**src/hw/rtl/rbcc_pkg.sv**
```systemverilog
// Shared types and constants of the ring buffer claim/commit engine.
package rbcc_pkg;

	localparam int CAP_W  = 11;
	localparam int HEAD_W = 12;
	localparam int SUM_W  = 13;
	localparam int OFF_W  = 10;
	localparam int OP_W   = 3;
	localparam int APB_AW = 2;
	localparam int APB_DW = 32;

	localparam logic [CAP_W-1:0]  CAP_RESET     = 11'd1024;
	localparam logic [APB_AW-1:0] ADDR_CAPACITY = 2'd0;

	typedef logic [OP_W-1:0] opcode_t;

	localparam opcode_t OP_PUT_CLAIM  = 3'd0;
	localparam opcode_t OP_PUT_FINISH = 3'd1;
	localparam opcode_t OP_GET_CLAIM  = 3'd2;
	localparam opcode_t OP_GET_FINISH = 3'd3;
	localparam opcode_t OP_PUT        = 3'd4;
	localparam opcode_t OP_GET        = 3'd5;

	// Source of the next result beat loaded into the output register
	typedef enum logic [2:0] {
		OSRC_NONE,
		OSRC_CLAIM,
		OSRC_FINISH,
		OSRC_FIRST,
		OSRC_SECOND
	} out_src_t;

	typedef struct packed {
		logic     load;
		logic     claim;
		logic     claim2;
		logic     finish;
		logic     commit;
		out_src_t osrc;
	} dp_cmd_t;

	typedef struct packed {
		opcode_t opcode;
		logic    seg2_nz;
		logic    out_free;
	} dp_sts_t;

endpackage

```
**src/hw/rtl/rbcc_req_if.sv**
```systemverilog
// Request channel: opcode and length beats into the engine.
interface rbcc_req_if import rbcc_pkg::*; ();
	logic             valid;
	logic             ready;
	logic [OP_W-1:0]  opcode;
	logic [CAP_W-1:0] length;

	modport source (output valid, output opcode, output length, input ready);
	modport sink (input valid, input opcode, input length, output ready);
endinterface

```
**src/hw/rtl/rbcc_rsp_if.sv**
```systemverilog
// Result channel: segment offset, grant, status and last-beat marker.
interface rbcc_rsp_if import rbcc_pkg::*; ();
	logic             valid;
	logic             ready;
	logic [OFF_W-1:0] offset;
	logic [CAP_W-1:0] granted;
	logic             status;
	logic             last;

	modport source (output valid, output offset, output granted, output status,
		output last, input ready);
	modport sink (input valid, input offset, input granted, input status,
		input last, output ready);
endinterface

```
**src/hw/rtl/rbcc_ctrl.sv**
```systemverilog
// Controller that sequences claim, second claim, commit and result beats.
module rbcc_ctrl import rbcc_pkg::*; (
	input  logic    clk,
	input  logic    arst_n,
	input  logic    in_valid,
	output logic    in_ready,
	input  dp_sts_t sts,
	output dp_cmd_t cmd
);

	typedef enum logic [2:0] {
		ST_IDLE,
		ST_EXEC,
		ST_SECOND,
		ST_COMMIT,
		ST_EMIT2
	} state_t;

	state_t state_q;
	state_t state_d;
	logic   ready_q;

	assign in_ready = ready_q;

	// Decode state into datapath commands and next state
	always_comb begin
		cmd     = '0;
		state_d = state_q;
		unique case (state_q)
			ST_IDLE: begin
				if (ready_q && in_valid) begin
					cmd.load = 1'b1;
					state_d  = ST_EXEC;
				end
			end
			ST_EXEC: begin
				unique case (sts.opcode) inside
					OP_PUT_CLAIM, OP_GET_CLAIM: begin
						if (sts.out_free) begin
							cmd.claim = 1'b1;
							cmd.osrc  = OSRC_CLAIM;
							state_d   = ST_IDLE;
						end
					end
					OP_PUT_FINISH, OP_GET_FINISH: begin
						if (sts.out_free) begin
							cmd.finish = 1'b1;
							cmd.osrc   = OSRC_FINISH;
							state_d    = ST_IDLE;
						end
					end
					OP_PUT, OP_GET: begin
						cmd.claim = 1'b1;
						state_d   = ST_SECOND;
					end
					default: begin
						state_d = ST_IDLE;
					end
				endcase
			end
			ST_SECOND: begin
				cmd.claim2 = 1'b1;
				state_d    = ST_COMMIT;
			end
			ST_COMMIT: begin
				if (sts.out_free) begin
					cmd.commit = 1'b1;
					cmd.osrc   = OSRC_FIRST;
					state_d    = sts.seg2_nz ? ST_EMIT2 : ST_IDLE;
				end
			end
			ST_EMIT2: begin
				if (sts.out_free) begin
					cmd.osrc = OSRC_SECOND;
					state_d  = ST_IDLE;
				end
			end
			default: begin
				state_d = ST_IDLE;
			end
		endcase
	end

	// Hold state and the registered ready
	always_ff @(posedge clk or negedge arst_n) begin
		if (!arst_n) begin
			state_q <= ST_IDLE;
			ready_q <= 1'b1;
		end else begin
			state_q <= state_d;
			ready_q <= (state_d == ST_IDLE);
		end
	end

endmodule

```
**src/hw/rtl/rbcc_datapath.sv**
```systemverilog
// Pointer datapath: span positions, claim and commit arithmetic, result register.
module rbcc_datapath import rbcc_pkg::*; #(
	parameter int RING_DEPTH = 1024
) (
	input  logic             clk,
	input  logic             arst_n,
	input  logic             cfg_wr,
	input  logic [CAP_W-1:0] cfg_data,
	output logic [CAP_W-1:0] capacity,
	input  opcode_t          opcode_in,
	input  logic [CAP_W-1:0] length_in,
	input  dp_cmd_t          cmd,
	output dp_sts_t          sts,
	output logic             out_valid,
	input  logic             out_ready,
	output logic [OFF_W-1:0] out_offset,
	output logic [CAP_W-1:0] out_granted,
	output logic             out_status,
	output logic             out_last
);

	localparam logic [CAP_W-1:0] CAP_RST_EFF =
		(RING_DEPTH < 1024) ? CAP_W'(RING_DEPTH) : CAP_RESET;

	logic [CAP_W-1:0]  capacity_q;
	logic [CAP_W-1:0]  cap_q;
	opcode_t           op_q;
	logic [CAP_W-1:0]  len_q;
	logic [CAP_W-1:0]  put_tail_q;
	logic [CAP_W-1:0]  get_tail_q;
	logic [HEAD_W-1:0] put_head_q;
	logic [HEAD_W-1:0] get_head_q;
	logic [CAP_W-1:0]  committed_q;
	logic [CAP_W-1:0]  g1_q;
	logic [OFF_W-1:0]  off1_q;
	logic [CAP_W-1:0]  g2_q;
	logic [OFF_W-1:0]  off2_q;
	logic              out_valid_q;
	logic [OFF_W-1:0]  offset_q;
	logic [CAP_W-1:0]  granted_q;
	logic              status_q;
	logic              last_q;

	logic              is_put;
	logic [CAP_W-1:0]  cap_eff;
	logic [CAP_W-1:0]  tail_sel;
	logic [HEAD_W-1:0] head_sel;
	logic [HEAD_W-1:0] put_claim;
	logic [HEAD_W-1:0] get_claim;
	logic [HEAD_W-1:0] span_claim;
	logic [SUM_W-1:0]  occ;
	logic [CAP_W-1:0]  free_amt;
	logic [CAP_W-1:0]  used_amt;
	logic [CAP_W-1:0]  avail;
	logic [HEAD_W-1:0] head_wrap;
	logic [CAP_W-1:0]  h;
	logic [CAP_W-1:0]  lim;
	logic [CAP_W-1:0]  req;
	logic [CAP_W-1:0]  g_lim;
	logic [CAP_W-1:0]  g;
	logic              need2;
	logic [HEAD_W-1:0] head_next;
	logic [CAP_W-1:0]  fin_n;
	logic              fin_ok;
	logic [HEAD_W-1:0] tail_sum;
	logic [CAP_W-1:0]  tail_next;
	logic              commit_en;
	logic [CAP_W-1:0]  committed_next;

	assign capacity = capacity_q;

	// Clamp the written capacity to 1..RING_DEPTH
	always_comb begin
		if (cfg_data == '0) begin
			cap_eff = CAP_W'(1);
		end else if (32'(cfg_data) > RING_DEPTH) begin
			cap_eff = CAP_W'(RING_DEPTH);
		end else begin
			cap_eff = cfg_data;
		end
	end

	// Select the span of the current opcode
	assign is_put = (op_q == OP_PUT_CLAIM) || (op_q == OP_PUT_FINISH) || (op_q == OP_PUT);
	assign tail_sel = is_put ? put_tail_q : get_tail_q;
	assign head_sel = is_put ? put_head_q : get_head_q;

	// Outstanding claims of both spans
	assign put_claim = (put_head_q >= HEAD_W'(put_tail_q)) ?
		put_head_q - HEAD_W'(put_tail_q) : '0;
	assign get_claim = (get_head_q >= HEAD_W'(get_tail_q)) ?
		get_head_q - HEAD_W'(get_tail_q) : '0;
	assign span_claim = is_put ? put_claim : get_claim;

	// Free and used space, saturated at zero
	assign occ = SUM_W'(committed_q) + SUM_W'(put_claim);
	assign free_amt = (occ < SUM_W'(cap_q)) ? CAP_W'(SUM_W'(cap_q) - occ) : '0;
	assign used_amt = (HEAD_W'(committed_q) > get_claim) ?
		CAP_W'(HEAD_W'(committed_q) - get_claim) : '0;
	assign avail = is_put ? free_amt : used_amt;

	// Claim: grant min of request, room to ring end and available space
	assign head_wrap = (head_sel >= HEAD_W'(cap_q)) ? head_sel - HEAD_W'(cap_q) : head_sel;
	assign h         = CAP_W'(head_wrap);
	assign lim       = cap_q - h;
	assign req       = cmd.claim2 ? len_q - g1_q : len_q;
	assign g_lim     = (req > lim) ? lim : req;
	assign g         = (g_lim > avail) ? avail : g_lim;
	assign need2     = (g1_q != '0) && (len_q > g1_q);
	assign head_next = head_sel + HEAD_W'(g);

	// Finish: commit from the tail and wrap it
	assign fin_n     = cmd.commit ? g1_q + g2_q : len_q;
	assign fin_ok    = HEAD_W'(fin_n) <= span_claim;
	assign tail_sum  = HEAD_W'(tail_sel) + HEAD_W'(fin_n);
	assign tail_next = (tail_sum >= HEAD_W'(cap_q)) ?
		CAP_W'(tail_sum - HEAD_W'(cap_q)) : CAP_W'(tail_sum);
	assign commit_en = cmd.commit || (cmd.finish && fin_ok);
	assign committed_next = is_put ? committed_q + fin_n : committed_q - fin_n;

	// Status back to the controller
	assign sts.opcode   = op_q;
	assign sts.seg2_nz  = (g2_q != '0);
	assign sts.out_free = !out_valid_q || out_ready;

	// Configuration, span positions and result valid
	always_ff @(posedge clk or negedge arst_n) begin
		if (!arst_n) begin
			capacity_q  <= CAP_RESET;
			cap_q       <= CAP_RST_EFF;
			put_tail_q  <= '0;
			get_tail_q  <= '0;
			put_head_q  <= '0;
			get_head_q  <= '0;
			committed_q <= '0;
			out_valid_q <= 1'b0;
		end else begin
			if (cfg_wr) begin
				capacity_q  <= cfg_data;
				cap_q       <= cap_eff;
				put_tail_q  <= '0;
				get_tail_q  <= '0;
				put_head_q  <= '0;
				get_head_q  <= '0;
				committed_q <= '0;
			end else if (cmd.claim || (cmd.claim2 && need2)) begin
				if (is_put) begin
					put_head_q <= head_next;
				end else begin
					get_head_q <= head_next;
				end
			end else if (commit_en) begin
				committed_q <= committed_next;
				if (is_put) begin
					put_tail_q <= tail_next;
					put_head_q <= HEAD_W'(tail_next);
				end else begin
					get_tail_q <= tail_next;
					get_head_q <= HEAD_W'(tail_next);
				end
			end
			if (cmd.osrc != OSRC_NONE) begin
				out_valid_q <= 1'b1;
			end else if (out_ready) begin
				out_valid_q <= 1'b0;
			end
		end
	end

	// Latch the item and the segments, load the result beat
	always_ff @(posedge clk) begin
		if (cmd.load) begin
			op_q  <= opcode_in;
			len_q <= length_in;
		end
		if (cmd.claim) begin
			g1_q   <= g;
			off1_q <= h[OFF_W-1:0];
		end
		if (cmd.claim2) begin
			g2_q   <= need2 ? g : '0;
			off2_q <= h[OFF_W-1:0];
		end
		case (cmd.osrc)
			OSRC_CLAIM: begin
				offset_q  <= h[OFF_W-1:0];
				granted_q <= g;
				status_q  <= 1'b0;
				last_q    <= 1'b1;
			end
			OSRC_FINISH: begin
				offset_q  <= tail_sel[OFF_W-1:0];
				granted_q <= fin_ok ? len_q : '0;
				status_q  <= !fin_ok;
				last_q    <= 1'b1;
			end
			OSRC_FIRST: begin
				offset_q  <= off1_q;
				granted_q <= g1_q;
				status_q  <= 1'b0;
				last_q    <= (g2_q == '0);
			end
			OSRC_SECOND: begin
				offset_q  <= off2_q;
				granted_q <= g2_q;
				status_q  <= 1'b0;
				last_q    <= 1'b1;
			end
			default: begin
			end
		endcase
	end

	assign out_valid   = out_valid_q;
	assign out_offset  = offset_q;
	assign out_granted = granted_q;
	assign out_status  = status_q;
	assign out_last    = last_q;

endmodule

```
**src/hw/rtl/ring_buffer_claim_commit_engine_unit.sv**
```systemverilog
// Top level of the ring buffer claim/commit engine with its APB register port.
//
// Index engine of a zero-copy byte ring: it keeps tail and head positions of a
// put span and a get span and answers claims (offset and granted bytes) and
// finishes (commit, wrap, error on overrun). One item is worked at a time by a
// single claim/commit unit sequenced by the controller: a claim or a finish is
// accepted, then executed with its result beat loaded; a combined put or get
// steps through accept, first claim, second claim, commit with the first beat
// and, for two result beats, the second beat. A stalled result channel holds
// the controller in a beat-loading state while the output register is full; the
// next item is accepted while a finished beat still waits. Writing the
// capacity register (address 0) empties the ring; write it only while idle.
module ring_buffer_claim_commit_engine_unit import rbcc_pkg::*; #(
	parameter int RING_DEPTH = 1024
) (
	input  logic              clk,
	input  logic              arst_n,
	rbcc_req_if.sink          req,
	rbcc_rsp_if.source        rsp,
	input  logic              psel,
	input  logic              penable,
	input  logic              pwrite,
	input  logic [APB_AW-1:0] paddr,
	input  logic [APB_DW-1:0] pwdata,
	output logic [APB_DW-1:0] prdata,
	output logic              pready
);

	dp_cmd_t          cmd;
	dp_sts_t          sts;
	logic             cfg_wr;
	logic [CAP_W-1:0] capacity;

	// Decode the register write and read back
	assign pready = 1'b1;
	assign cfg_wr = psel && penable && pwrite && (paddr == ADDR_CAPACITY);
	assign prdata = (paddr == ADDR_CAPACITY) ? APB_DW'(capacity) : '0;

	rbcc_ctrl u_ctrl (
		.clk      (clk),
		.arst_n   (arst_n),
		.in_valid (req.valid),
		.in_ready (req.ready),
		.sts      (sts),
		.cmd      (cmd)
	);

	rbcc_datapath #(
		.RING_DEPTH (RING_DEPTH)
	) u_datapath (
		.clk         (clk),
		.arst_n      (arst_n),
		.cfg_wr      (cfg_wr),
		.cfg_data    (pwdata[CAP_W-1:0]),
		.capacity    (capacity),
		.opcode_in   (req.opcode),
		.length_in   (req.length),
		.cmd         (cmd),
		.sts         (sts),
		.out_valid   (rsp.valid),
		.out_ready   (rsp.ready),
		.out_offset  (rsp.offset),
		.out_granted (rsp.granted),
		.out_status  (rsp.status),
		.out_last    (rsp.last)
	);

endmodule
```
**src/flat_wrapper.sv**
```systemverilog
// flat-port wrapper written by rule: the top's interface ports become plain ports
module ring_buffer_claim_commit_engine_unit_flat import rbcc_pkg::*;
#(
	parameter int RING_DEPTH = 1024
)
  (clk, arst_n, psel, penable, pwrite, paddr, pwdata, prdata, pready, req_valid, req_opcode, req_length, req_ready, rsp_valid, rsp_offset, rsp_granted, rsp_status, rsp_last, rsp_ready);
  rbcc_req_if req_i ();
  rbcc_rsp_if rsp_i ();
  input  logic clk;
  input  logic arst_n;
  input  logic psel;
  input  logic penable;
  input  logic pwrite;
  input  logic [APB_AW-1:0] paddr;
  input  logic [APB_DW-1:0] pwdata;
  output logic [APB_DW-1:0] prdata;
  output logic pready;
  input wire logic [$bits(req_i.valid)-1:0] req_valid;
  input wire logic [$bits(req_i.opcode)-1:0] req_opcode;
  input wire logic [$bits(req_i.length)-1:0] req_length;
  output wire logic [$bits(req_i.ready)-1:0] req_ready;
  output wire logic [$bits(rsp_i.valid)-1:0] rsp_valid;
  output wire logic [$bits(rsp_i.offset)-1:0] rsp_offset;
  output wire logic [$bits(rsp_i.granted)-1:0] rsp_granted;
  output wire logic [$bits(rsp_i.status)-1:0] rsp_status;
  output wire logic [$bits(rsp_i.last)-1:0] rsp_last;
  input wire logic [$bits(rsp_i.ready)-1:0] rsp_ready;
  assign req_i.valid = req_valid;
  assign req_i.opcode = req_opcode;
  assign req_i.length = req_length;
  assign req_ready = req_i.ready;
  assign rsp_valid = rsp_i.valid;
  assign rsp_offset = rsp_i.offset;
  assign rsp_granted = rsp_i.granted;
  assign rsp_status = rsp_i.status;
  assign rsp_last = rsp_i.last;
  assign rsp_i.ready = rsp_ready;
  ring_buffer_claim_commit_engine_unit #(.RING_DEPTH(RING_DEPTH)) u_core (.clk(clk), .arst_n(arst_n), .req(req_i), .rsp(rsp_i), .psel(psel), .penable(penable), .pwrite(pwrite), .paddr(paddr), .pwdata(pwdata), .prdata(prdata), .pready(pready));
endmodule
```
**config.mk**
```make
export PLATFORM = sky130hd
export DESIGN_NAME = ring_buffer_claim_commit_engine_unit_flat
export DESIGN_NICKNAME = d
export VERILOG_FILES = /design/src/hw/rtl/rbcc_pkg.sv /design/src/hw/rtl/rbcc_req_if.sv /design/src/hw/rtl/rbcc_rsp_if.sv /design/src/hw/rtl/rbcc_ctrl.sv /design/src/hw/rtl/rbcc_datapath.sv /design/src/hw/rtl/ring_buffer_claim_commit_engine_unit.sv /design/src/flat_wrapper.sv
export SDC_FILE = /design/constraint.sdc
export NUM_CORES = 1
export LEC_CHECK = 0
export ABC_AREA = 1
export BUFFER_PORTS_ARGS = -buffer_cell sky130_fd_sc_hd__buf_2
export CAP_MARGIN = 25
export CORE_MARGIN = 2
export CORE_UTILIZATION = 55
export DETAILED_ROUTE_END_ITERATION = 7
export PLACE_DENSITY = 0.74
export SLEW_MARGIN = 30
export SYNTH_ARGS = -nofsm -noshare
export SYNTH_HDL_FRONTEND = slang
export SYNTH_SLANG_ARGS = --single-unit
```
**constraint.sdc**
```tcl
create_clock -name clk -period 10.7 [get_ports clk]
set_input_delay 0.535 -clock clk [delete_from_list [all_inputs] [get_ports clk]]
set_output_delay 0.535 -clock clk [all_outputs]
set_load 0.005 [all_outputs]
```
==> impl_metrics.yaml <==
flow_run:
  max_cap_viol_count: 0
yosys:
  synthesis.yosys.warnings: 0
  synth-seq-area-share: 0.281
  synth_area_per_cell_um2: 7.28
  synth_top_area_frac: 0.149
  postSynthRegisterBits: 163
  syn-instance-count: 2189
  synth.top_cells.by_area: "sky130_fd_sc_hd__edfxtp_1, sky130_fd_sc_hd__ha_1, sky130_fd_sc_hd__dfrtp_1"
  synth_area_um2: 15900
  yosysUniqueCellTypes: 65
  yosys.area.top_type: "sky130_fd_sc_hd__edfxtp_1"
critical_path:
  crit-reg2reg-capture: "u_core.u_datapath.get_head_q[10]"
  master_of_the_slowest_instance_on_the_critical_path: "sky130_fd_sc_hd__dfrtp_1"
  timing_worst_setup_path_type: "reg -> reg"
  critPathCaptureType: "flop"
  worst_ep_arrival_time_ns: 10.02
  critical_path.startpoint_type: "flop"
  critPathRequiredTime_ns: 11.09
  regToRegStartpoint: "u_core.u_datapath.put_tail_q[0]"
  cp_max_fo: 12
  r2r_setup_slack_ns: 1.07
  cp_slowest_stage_delay_ns: 0.43
  timing.reg2reg.worst_path_depth: 60
  critPathLaunch: "u_core.u_datapath.put_tail_q[0]"
  critical-path-top-cell-by-count: "sky130_fd_sc_hd__nand2_1"
route:
  antenna_violating_nets_post_route: 0
  drc_errors: 0
  drtPass1Iterations: 5
  route.detailed.vias_per_inst: 5.73
  initialDrtViolationCount: 1366
  routed_wire_length_per_instance_um: 19.1
  vias: 15200
  wirelength_mm: 50.5
sta:
  fin_skew_ns: 0.0165
  min_period_over_period: 0.900
  fmax_mhz: 104
  slew-limit-headroom: 0.350
  worstMarginPinSlew_ns: 0.965
  final-max-slew-violation-count: 0
  unrepaired_setup_endpoints_after_global_routing: "no"
  finalSetupViolCount: 0
  layout_min_cycle_time_ns: 9.63
  finalSetupTns_ns: 0
  final_hold_viol_count: 0
place:
  place.detailed.instances: 2610
  count_of_buffers_from_port_buffering: 69
  dp_hpwl_mm: 40.5
  gp_routability_congestion: 0.971
worst_hold_path:
  min_path_cells: 1
  hp-start: "req_opcode[1]"
  worstHoldEndpoint: "u_core.u_datapath.op_q[1]"
  holdCritPathClass: "in -> reg"
global_route:
  global_route_wire_length_before_repair_mm: 77.8
  first_global_vias: 14300
  grt_max_degree: 68
  grt_antenna_before_repair: 0
  global_route_overflow: 0
  grt_usage: 0.336
cts:
  cts_root_buf: "sky130_fd_sc_hd__clkbuf_16"
  post-cts-setup-buffers: 0
  clkLatencyLatePin_ns: 0.45
  cts.sinks: 163
  tritoncts: "done"
  cts_made_buffers: 17
  clk_path_buf_depth: 2
  clkSlewWorstSetupHoldPaths_ns: 0.07
  htreeDepth: 4
floorplanning:
  dieArea_um2: 30300
  core_area_um2: 28600
  ios: 113
  chipWidth_um: 174
  start_util: 0.557
  rows: 62
  die_y_um: 174
cells_and_area:
  n_antenna_cell: 0
  layout_top_registers: "u_core.u_datapath.get_head_q x12, u_core.u_datapath.put_head_q x12"
  fillerInstances: 2685
  finish.net_count: 2492
  post_layout_nonfiller_instances: 2643
  drive_above_1_share: 0.0969
  area_delta_synth_final_pct: 8.34
run_status:
  outcome: "finished, final reports clean"
metrics by stage:
step | instance area (um^2) | util | hold slack [ns] | worst slack, ns
2_1_floorplan | 16000 | - | 0.239 | 2.51
3_3_place_gp | 16600 | 0.579 | 0.429 | 1.15
3_5_place_dp | 16600 | 0.579 | 0.438 | 1.03
4_1_cts | 17300 | 0.603 | 0.254 | 0.997
5_1_grt | 17300 | 0.603 | 0.257 | 0.0146
6_report | 17300 | 0.603 | 0.263 | 1.07
metal layers:
metal,share of wire,track usage,vias up,wire length (um)
li1,-,-,7407,-
met1,0.42,0.439,7005,21300
met2,0.45,0.547,614,22900
met3,0.074,0.0494,128,3720
met4,0.051,0.165,0,2580
met5,0,0,-,0
worst max-delay path: cells and delay by family, from the launching register on:
kind,cells,cell delay (ns)
AO/OA/AOI/OAI,18,2.91
adder cells (fa/ha/maj),8,2.33
AND/OR/NAND/NOR,21,2.23
buffers and inverters,11,1.21
XOR/XNOR,2,0.44
flip-flops,1,0.43
how the worst max path moves through the flow:
stage               cells past startpoint                               end  slack (ns)
CTS                                    52  u_core.u_datapath.get_head_q[10]         1.0
finish                                 60  u_core.u_datapath.get_head_q[10]        1.07
global route                           51  u_core.u_datapath.get_head_q[10]        0.01
global placement                       51  u_core.u_datapath.get_head_q[10]        1.15
floorplan                              57  u_core.u_datapath.get_head_q[10]        2.51
detailed placement                     50  u_core.u_datapath.get_head_q[10]        1.03
Yosys cell counts (all sizes together):
| cell type | instances |
|---|---|
| nand2 | 573 |
| inv | 295 |
| ha | 179 |
| o21ai | 171 |
| nand3 | 160 |
| a21oi | 145 |
| nor2 | 137 |
| dfrtp | 81 |
| edfxtp | 79 |
| xor2 | 56 |
| buf | 43 |
| nand4 | 32 |
| xnor2 | 29 |
| clkbuf | 28 |
| nor3 | 20 |
| a31oi | 17 |
| o211ai | 17 |
| or2 | 13 |
| fa | 12 |
| a21o | 11 |
| o22ai | 10 |
| a22oi | 9 |
| nor4 | 9 |
| o21bai | 9 |
| a21boi | 8 |
| nand3b | 8 |
| o2111ai | 7 |
| o21a | 6 |
| o31ai | 5 |
| and2 | 4 |
| dfstp | 3 |
| a31o | 2 |
| conb | 2 |
| nor3b | 2 |
| a211o | 1 |
| a221oi | 1 |
| a22o | 1 |
| a41oi | 1 |
| clkinv | 1 |
| o221ai | 1 |
| o311ai | 1 |
layout make-up:
type / count / area (um^2) / share of cell area
clock buffer: 18 / 450 / 0.0261
timing repair buffer: 89 / 504 / 0.0292
sequential: 163 / 4480 / 0.259
clock inverter: 14 / 209 / 0.0121
inverter: 296 / 1110 / 0.0644
tap: 384 / 480 / 0.0278
multi-input combinational: 1679 / 10000 / 0.581
cells by family after synthesis:
kind of cell	synth area share
AOI/OAI and AO/OA	0.151
other	0.000471
DFF	0.281
and+or+nand+nor	0.269
xor gates and xnor gates	0.0477
buffers and inverters	0.0947
adders and majority gates	0.156
layout by cell type (no fill, tap or decap), types with 5 or more instances in the layout:
cell	netlist	final
sky130_fd_sc_hd__buf_2	9	68
sky130_fd_sc_hd__ha_1	179	179
sky130_fd_sc_hd__inv_2	6	7
sky130_fd_sc_hd__o211ai_1	16	16
sky130_fd_sc_hd__a22oi_1	9	9
sky130_fd_sc_hd__o31ai_1	5	5
sky130_fd_sc_hd__nand3b_1	8	8
sky130_fd_sc_hd__nor2_1	131	130
sky130_fd_sc_hd__o2111ai_1	7	7
sky130_fd_sc_hd__nor4_1	8	8
sky130_fd_sc_hd__or2_2	12	12
sky130_fd_sc_hd__o22ai_1	10	10
sky130_fd_sc_hd__clkbuf_16	0	18
sky130_fd_sc_hd__o21bai_1	9	9
sky130_fd_sc_hd__inv_6	0	6
sky130_fd_sc_hd__nand3_1	142	142
sky130_fd_sc_hd__inv_1	289	288
sky130_fd_sc_hd__nand2_2	25	27
sky130_fd_sc_hd__xnor2_1	29	29
sky130_fd_sc_hd__conb_1	2	22
sky130_fd_sc_hd__nand4_1	31	31
sky130_fd_sc_hd__dfrtp_1	81	81
sky130_fd_sc_hd__edfxtp_1	79	79
sky130_fd_sc_hd__o21ai_1	26	29
sky130_fd_sc_hd__nor2_2	5	6
sky130_fd_sc_hd__nand3_2	18	18
sky130_fd_sc_hd__xor2_1	54	54
sky130_fd_sc_hd__buf_4	27	19
sky130_fd_sc_hd__nand2_4	7	7
sky130_fd_sc_hd__nand2_1	540	538
sky130_fd_sc_hd__fa_1	12	12
sky130_fd_sc_hd__nor3_1	18	18
sky130_fd_sc_hd__o21ai_0	142	139
sky130_fd_sc_hd__a21oi_1	141	141
sky130_fd_sc_hd__a31oi_1	17	17
sky130_fd_sc_hd__o21a_1	6	6
sky130_fd_sc_hd__a21o_1	11	11
timing repair:
item / 4_1_cts / 5_1_grt
endpoints found under the setup margin: 0 / 7
endpoints found under the hold margin: 16 / 0
gates resized for setup: 0 / 3
hold buffers: 1 / 0
Power is not shown: default switching activity piles up to over one toggle a cycle in this logic, so the estimate is an artifact.
